**config.mk**
```make
export PLATFORM = sky130hd
export DESIGN_NAME = mark_sweep_block_collector
export DESIGN_NICKNAME = d
export VERILOG_FILES = /design/src/design/msbc_pkg.sv /design/src/design/mark_sweep_block_collector.sv /design/src/design/msbc_heap_cell.sv /design/src/design/msbc_root_cell.sv
export SDC_FILE = /design/constraint.sdc
export NUM_CORES = 1
export LEC_CHECK = 0
export ABC_AREA = 1
export BUFFER_PORTS_ARGS = -buffer_cell sky130_fd_sc_hd__buf_2
export CAP_MARGIN = 20
export CELL_PAD_IN_SITES_DETAIL_PLACEMENT = 0
export CELL_PAD_IN_SITES_GLOBAL_PLACEMENT = 1
export CORE_ASPECT_RATIO = 1.2
export CORE_MARGIN = 3
export CORE_UTILIZATION = 50
export CTS_CLUSTER_SIZE = 30
export DETAILED_ROUTE_END_ITERATION = 8
export GPL_TIMING_DRIVEN = 0
export PLACE_DENSITY = 0.84
export SLEW_MARGIN = 20
export SYNTH_ARGS = -nofsm -noshare
export SYNTH_HDL_FRONTEND = slang
export SYNTH_SLANG_ARGS = --single-unit
```
**constraint.sdc**
```tcl
create_clock -name clk -period 6.75 [get_ports clk]
set_clock_uncertainty 0.05 [all_clocks]
set_input_delay 0.3375 -clock clk [delete_from_list [all_inputs] [get_ports clk]]
set_output_delay 0.3375 -clock clk [all_outputs]
set_load 0.05 [all_outputs]
```
**src/design/msbc_pkg.sv**
```systemverilog
package msbc_pkg;

  localparam int HEAP_BLOCKS = 16;
  localparam int ROOT_SLOTS  = 8;
  localparam int HEAP_IDX_W  = (HEAP_BLOCKS > 1) ? $clog2(HEAP_BLOCKS) : 1;
  localparam int DEPTH_W     = $clog2(ROOT_SLOTS + 1);
  localparam int CNT_W       = 5;

  typedef enum logic [1:0] {
    KIND_ALLOC   = 2'd0,
    KIND_PUSH    = 2'd1,
    KIND_POP     = 2'd2,
    KIND_COLLECT = 2'd3
  } msbc_kind_t;

  typedef enum logic [2:0] {
    STAT_OK        = 3'd0,
    STAT_HEAP_FULL = 3'd1,
    STAT_OVERFLOW  = 3'd2,
    STAT_INVALID   = 3'd3,
    STAT_UNDERFLOW = 3'd4
  } msbc_status_t;

  typedef enum logic [2:0] {
    ST_IDLE  = 3'b001,
    ST_SWEEP = 3'b010,
    ST_DONE  = 3'b100
  } msbc_state_t;

  // Token walking down the heap cell chain.
  typedef struct packed {
    logic             vld;
    logic             collect;
    logic [CNT_W-1:0] rem;
  } msbc_tok_t;

endpackage

```
**src/design/mark_sweep_block_collector.sv**
```systemverilog
// Push and pop: result word valid in the cycle after acceptance; next word taken right after unless the output stalls.
// Allocate and collect: a token walks the heap cell chain, one cell per cycle,
//   and the result is registered from the done state once the output is free;
//   one such item is in flight at a time.
// Reset (rst_n low, synchronous) empties the heap bitmap and the root stack and
//   drops any pending result; root entries themselves are not cleared.
module mark_sweep_block_collector (
  input  logic        clk,
  input  logic        rst_n,
  input  logic        in_valid,
  output logic        in_stall,
  input  logic [1:0]  in_kind,
  input  logic [4:0]  in_block_count,
  input  logic [7:0]  in_root_index,
  output logic        out_valid,
  input  logic        out_stall,
  output logic [2:0]  out_status,
  output logic [15:0] out_changed_mask,
  output logic [3:0]  out_popped_index,
  output logic [15:0] out_live_mask,
  output logic [3:0]  out_roots_held
);

  localparam int HB = msbc_pkg::HEAP_BLOCKS;
  localparam int RS = msbc_pkg::ROOT_SLOTS;
  localparam int IW = msbc_pkg::HEAP_IDX_W;
  localparam int DW = msbc_pkg::DEPTH_W;

  // Control state
  msbc_pkg::msbc_state_t  state_r, state_nxt;
  logic [DW-1:0]          depth_r, depth_nxt;
  msbc_pkg::msbc_tok_t    launch_r, launch_nxt;
  msbc_pkg::msbc_status_t done_st_r, done_st_nxt;
  logic [HB-1:0]          marks_r, marks_nxt;

  // Output word register
  logic        out_valid_r, out_valid_nxt;
  logic [2:0]  out_status_r;
  logic [15:0] out_changed_r;
  logic [3:0]  out_popped_r;
  logic [15:0] out_live_r;
  logic [3:0]  out_held_r;

  // Values to load into the output word
  logic                   ld_out;
  msbc_pkg::msbc_status_t o_status;
  logic [HB-1:0]          o_changed;
  logic [IW-1:0]          o_popped;

  logic in_acc, out_free, push, pop, idx_ok;

  // Heap chain: tok[h] feeds cell h, tok[HB] is the tail
  msbc_pkg::msbc_tok_t tok [HB+1];
  logic [HB-1:0]       live;
  logic [HB-1:0]       chg;
  logic [HB-1:0]       mark_cmb;

  // Root chain: entry 0 is the top of stack
  logic [IW-1:0] root_val  [RS];
  logic [IW-1:0] root_up   [RS];
  logic [IW-1:0] root_down [RS];

  assign tok[0] = launch_r;

  for (genvar h = 0; h < HB; h++) begin : g_heap
    msbc_heap_cell u_cell (
      .clk     (clk),
      .rst_n   (rst_n),
      .clr     (in_acc),
      .mark    (marks_r[h]),
      .tok_in  (tok[h]),
      .tok_out (tok[h+1]),
      .alloc   (live[h]),
      .changed (chg[h])
    );
  end

  for (genvar k = 0; k < RS; k++) begin : g_root
    if (k == 0) begin : g_top
      assign root_up[k] = in_root_index[IW-1:0];
    end else begin : g_mid
      assign root_up[k] = root_val[k-1];
    end
    if (k == RS - 1) begin : g_bot
      assign root_down[k] = '0;
    end else begin : g_up
      assign root_down[k] = root_val[k+1];
    end
    msbc_root_cell u_cell (
      .clk       (clk),
      .push      (push),
      .pop       (pop),
      .from_up   (root_up[k]),
      .from_down (root_down[k]),
      .val       (root_val[k])
    );
  end

  // Mark pass: a block is marked if any held root names it
  always_comb begin
    mark_cmb = '0;
    for (int b = 0; b < HB; b++) begin
      for (int k = 0; k < RS; k++) begin
        if ((DW'(k) < depth_r) && (root_val[k] == IW'(b))) begin
          mark_cmb[b] = 1'b1;
        end
      end
    end
  end

  assign out_free = !out_valid_r || !out_stall;
  assign in_stall = (state_r != msbc_pkg::ST_IDLE) || (out_valid_r && out_stall);
  assign in_acc   = in_valid && !in_stall;
  // root must be in range and currently allocated
  assign idx_ok   = (in_root_index < 8'(HB)) && live[in_root_index[IW-1:0]];

  always_comb begin
    state_nxt   = state_r;
    depth_nxt   = depth_r;
    launch_nxt  = '0;
    done_st_nxt = done_st_r;
    marks_nxt   = marks_r;
    push        = 1'b0;
    pop         = 1'b0;
    ld_out      = 1'b0;
    o_status    = msbc_pkg::STAT_OK;
    o_changed   = '0;
    o_popped    = '0;
    case (state_r)
      msbc_pkg::ST_IDLE: begin
        if (in_acc) begin
          case (msbc_pkg::msbc_kind_t'(in_kind))
            msbc_pkg::KIND_ALLOC: begin
              launch_nxt.vld     = 1'b1;
              launch_nxt.collect = 1'b0;
              launch_nxt.rem     = in_block_count;
              state_nxt          = msbc_pkg::ST_SWEEP;
            end
            msbc_pkg::KIND_COLLECT: begin
              launch_nxt.vld     = 1'b1;
              launch_nxt.collect = 1'b1;
              marks_nxt          = mark_cmb;
              state_nxt          = msbc_pkg::ST_SWEEP;
            end
            msbc_pkg::KIND_PUSH: begin
              ld_out = 1'b1;
              if (depth_r >= DW'(RS)) begin
                o_status = msbc_pkg::STAT_OVERFLOW;
              end else if (!idx_ok) begin
                o_status = msbc_pkg::STAT_INVALID;
              end else begin
                push      = 1'b1;
                depth_nxt = depth_r + DW'(1);
              end
            end
            msbc_pkg::KIND_POP: begin
              ld_out = 1'b1;
              if (depth_r == '0) begin
                o_status = msbc_pkg::STAT_UNDERFLOW;
              end else begin
                pop       = 1'b1;
                depth_nxt = depth_r - DW'(1);
                o_popped  = root_val[0];
              end
            end
            default: begin
              ld_out = 1'b0;
            end
          endcase
        end
      end
      msbc_pkg::ST_SWEEP: begin
        // leftover request count at the tail means the heap ran out
        if (tok[HB].vld) begin
          done_st_nxt = (!tok[HB].collect && (tok[HB].rem != '0)) ?
                        msbc_pkg::STAT_HEAP_FULL : msbc_pkg::STAT_OK;
          state_nxt   = msbc_pkg::ST_DONE;
        end
      end
      msbc_pkg::ST_DONE: begin
        if (out_free) begin
          ld_out    = 1'b1;
          o_status  = done_st_r;
          o_changed = chg;
          state_nxt = msbc_pkg::ST_IDLE;
        end
      end
      default: begin
        state_nxt = msbc_pkg::ST_IDLE;
      end
    endcase
  end

  always_comb begin
    out_valid_nxt = out_valid_r;
    if (ld_out) begin
      out_valid_nxt = 1'b1;
    end else if (out_valid_r && !out_stall) begin
      out_valid_nxt = 1'b0;
    end
  end

  always_ff @(posedge clk) begin
    if (!rst_n) begin
      state_r     <= msbc_pkg::ST_IDLE;
      depth_r     <= '0;
      launch_r    <= '0;
      done_st_r   <= msbc_pkg::STAT_OK;
      out_valid_r <= 1'b0;
    end else begin
      state_r     <= state_nxt;
      depth_r     <= depth_nxt;
      launch_r    <= launch_nxt;
      done_st_r   <= done_st_nxt;
      out_valid_r <= out_valid_nxt;
    end
  end

  always_ff @(posedge clk) begin
    marks_r <= marks_nxt;
    if (ld_out) begin
      out_status_r  <= o_status;
      out_changed_r <= 16'(o_changed);
      out_popped_r  <= 4'(o_popped);
      out_live_r    <= 16'(live);
      out_held_r    <= 4'(depth_nxt);
    end
  end

  assign out_valid        = out_valid_r;
  assign out_status       = out_status_r;
  assign out_changed_mask = out_changed_r;
  assign out_popped_index = out_popped_r;
  assign out_live_mask    = out_live_r;
  assign out_roots_held   = out_held_r;

endmodule

```
**src/design/msbc_heap_cell.sv**
```systemverilog
module msbc_heap_cell (
  input  logic              clk,
  input  logic              rst_n,
  input  logic              clr,
  input  logic              mark,
  input  msbc_pkg::msbc_tok_t tok_in,
  output msbc_pkg::msbc_tok_t tok_out,
  output logic              alloc,
  output logic              changed
);

  msbc_pkg::msbc_tok_t tok_r, tok_nxt;
  logic alloc_r, alloc_nxt;
  logic chg_r, chg_nxt;

  always_comb begin
    tok_nxt   = tok_in;
    alloc_nxt = alloc_r;
    chg_nxt   = clr ? 1'b0 : chg_r;
    if (tok_in.vld) begin
      if (tok_in.collect) begin
        // unmarked live block gets freed
        if (alloc_r && !mark) begin
          alloc_nxt = 1'b0;
          chg_nxt   = 1'b1;
        end
      end else if (!alloc_r && (tok_in.rem != '0)) begin
        alloc_nxt   = 1'b1;
        chg_nxt     = 1'b1;
        tok_nxt.rem = tok_in.rem - msbc_pkg::CNT_W'(1);
      end
    end
  end

  always_ff @(posedge clk) begin
    if (!rst_n) begin
      tok_r   <= '0;
      alloc_r <= 1'b0;
      chg_r   <= 1'b0;
    end else begin
      tok_r   <= tok_nxt;
      alloc_r <= alloc_nxt;
      chg_r   <= chg_nxt;
    end
  end

  assign tok_out = tok_r;
  assign alloc   = alloc_r;
  assign changed = chg_r;

endmodule

```
**src/design/msbc_root_cell.sv**
```systemverilog
module msbc_root_cell (
  input  logic                            clk,
  input  logic                            push,
  input  logic                            pop,
  input  logic [msbc_pkg::HEAP_IDX_W-1:0] from_up,
  input  logic [msbc_pkg::HEAP_IDX_W-1:0] from_down,
  output logic [msbc_pkg::HEAP_IDX_W-1:0] val
);

  logic [msbc_pkg::HEAP_IDX_W-1:0] val_r, val_nxt;

  // push shifts away from the top, pop shifts toward it
  always_comb begin
    val_nxt = val_r;
    if (push) begin
      val_nxt = from_up;
    end else if (pop) begin
      val_nxt = from_down;
    end
  end

  always_ff @(posedge clk) begin
    val_r <= val_nxt;
  end

  assign val = val_r;

endmodule

```
==> impl_metrics.ini <==
[sta]
fin_setup_tns_ps = 0
fin_crit_ps = 3085
tightest_slew_ps = 893.3
setup_violations = 0
slew_headroom = 0.4045
rsz0062_at_grt = false
max_freq_mhz = 324.2
finalCritPeriodShare = 0.4570
slew_violations = 0
finalHoldViolations = 0

[final_layout]
n_antenna_cell = 0
fillers = 2056
fin_nets = 1500
mostFrequentLayoutCell = inv_1
area_delta_synth_final_pct = 14.20
drive_above_1_share = 0.08463
post-route-util = 0.5852
layout_common_cells = 264 x inv_1, 228 x nand2_1, 160 x dfxtp_1, 117 x nor2_1, 91 x edfxtp_1

[yosys]
synth_edf_count = 91
syn-mean-instance-area_um2 = 8.227
synth_area_um2 = 11200
async_flop_share = 0
ys_ff_latch = 251
synth.area.top_cells = dfxtp_1 29%, edfxtp_1 24%, inv_1 8.9%, nand2_1 7.7%, nor2_1 4.0%
synth_top_cell_area_share = 0.2861
synth-main-ff-cell = dfxtp_1
ys_seq_area_frac = 0.5301
ys_warn_count = 0
syn_inst = 1361
syn_nets = 1404
synth_area_leader_cell = dfxtp_1
ys_types = 42

[grt]
use_met1 = 0.3201
grtUsageMet3 = 0.02867
grt_overflow = 0
groute.usage.overall = 0.2642
met2_usage = 0.4769
grt_busiest_layer = met2
antenna_found_initial = 0
grt_pass1_wl_um = 49740
grt_pass1_vias = 9225
grt_max_degree = 33

[hold_path]
min_path_cells = 3
worstHoldPathType = primary input to register

[floorplanning]
die-area_um2 = 24230
die_height_um = 169.9
start_util = 0.5124
chipWidth_um = 142.6
core-area_um2 = 21850
placementRows = 59
io-pin-count = 64

[clocking]
htreeDepth = 1
post_cts.repair.setup_buffers = 0
cts_buffers = 26
cts_sinks = 251
cts.path.max_buffers = 3
cts_root_buf = clkbuf_16
clkLatencyLatePin_ps = 550
cts_tree = yes
cts.reportedPaths.clkPinSlew_ps = 60

[worst_setup_path]
endpoint_kind = register
critPathMaxFanout = 32
arrival_ps = 3200
start_kind = register
rr_worst_depth = 10
cp.required_ps = 6860
crit_type = register to register

[route]
vias_per_cell = 5.460
ant_nets = 0
drt-pass1-iter-count = 6
vias = 9560
drtIter0Drc = 623
wl_per_cell_um = 18.48
remaining_drc_errors = 0
drt_wl_total_um = 32360

[pwr]
sequentialPowerShare = 0.468
powerDensity_nw_per_um2 = 280.4
p_comb_frac = 0.135
p_int_w = 0.002569
p_sw_frac = 0.2834
pwr-share-clk = 0.397
total_power_w = 0.003585
switchingPower_w = 0.001016
p_leak_nw = 5.533
ir_worst_vdd_v = 0.0002450

[place]
port_buffers = 62
gp_congestion = 0.9742
hpwl_um = 24710

[flow_run]
maxCapViolCount = 0

[status]
status = finished, final reports clean
==> metrics by stage <==
step                      instance area (um^2)  hold slack [ps]  setup WS [ps]  cells
after floorplan                          11200            357.1           4090   1361
after global placement                   11850            365.5           3029   1697
after detailed placement                 11880            365.6           3451   1698
after CTS                                12790            101.6           3658   1751
after global routing                     12790            153.6           3381   1751
final                                    12790            131.4           3665   1751
==> kinds of logic (layout without fill, tap and decap cells) <==
group,after synthesis,in the layout,share of synthesized area
simple gates,527,527,0.2037
xor+xnor,4,4,0.003129
fa+ha+maj,24,24,0.02682
buf+inv,297,413,0.1016
flops,251,251,0.5301
compound gates,258,258,0.1347
==> layer usage <==
layer | vias up | wire [um]
li1 | 4737 | -
met5 | - | 0
met4 | 0 | 1449
met1 | 4463 | 13510
met3 | 84 | 1358
met2 | 276 | 16040
==> sequential cells by signal (all words and copies together) (netlist names) <==
name / flops
out_roots_held: 4
g_heap.u_cell.tok_out: 112
state_r: 3
launch_r: 7
marks_r: 16
out_live_mask: 16
out_valid: 1
out_changed_mask: 16
g_root.u_cell.val: 32
depth_r: 4
done_st_r: 1
g_heap.u_cell.alloc: 16
out_status: 3
out_popped_index: 4
g_heap.u_cell.changed: 16
==> final timing paths <==
path / start / end / slack (ps)
setup / recovery: g_heap[11].u_cell.alloc / g_root[4].u_cell.val[1] / 3670
hold / removal: in_root_index[3] / g_root[0].u_cell.val[3] / 130
setup reg to reg: g_heap[11].u_cell.alloc / g_root[4].u_cell.val[1] / 3670
hold reg to reg: g_heap[0].u_cell.tok_out[6] / g_heap[1].u_cell.tok_out[6] / 380
==> power by group through the flow <==
stage	Combinational, W	Clock [W]	Sequential [W]
floorplan	0.000215	0	0.00182
global placement	0.000471	0	0.00172
detailed placement	0.000480	0	0.00171
CTS	0.000483	0.00145	0.00168
global route	0.000523	0.00151	0.00169
finish	0.000484	0.00142	0.00168
==> critical path, stage by stage (launching register included) <==
cell	delay, ps
dfxtp_1	390
inv_1	80
nand2_1	60
nand3_1	70
nand3_1	120
nand3_1	110
nand2_2	160
nand3_2	150
nor3_4	520
inv_1	320
nand2_2	660
==> final cells by class <==
class                           count  area, um^2  share of cell area
Clock buffer                       33       706.9             0.05528
Sequential cell                   251        5936              0.4642
Clock inverter                     15       152.6             0.01194
Multi-Input combinational cell    813        4131              0.3231
Buffer                             27       123.9            0.009687
Inverter                          270        1013             0.07926
Tap cell                          274       342.8             0.02681
Timing Repair Buffer               68       380.4             0.02975
==> cells in the mapped netlist, types with 24 or more instances <==
| library cell | n |
|---|---|
| a21oi_1 | 76 |
| nand2_1 | 230 |
| edfxtp_1 | 91 |
| nand3_1 | 60 |
| nor3_1 | 77 |
| a211oi_1 | 29 |
| nor2_1 | 118 |
| dfxtp_1 | 160 |
| a31oi_1 | 24 |
| o21ai_0 | 87 |
| ha_1 | 24 |
| inv_1 | 264 |
==> what timing repair did <==
item / CTS / global route
hold buffers: 5 / 0
resized for setup: 0 / 0
endpoints found under the hold margin: 5 / 0
Note: power is estimated with default switching activity, not from simulation.
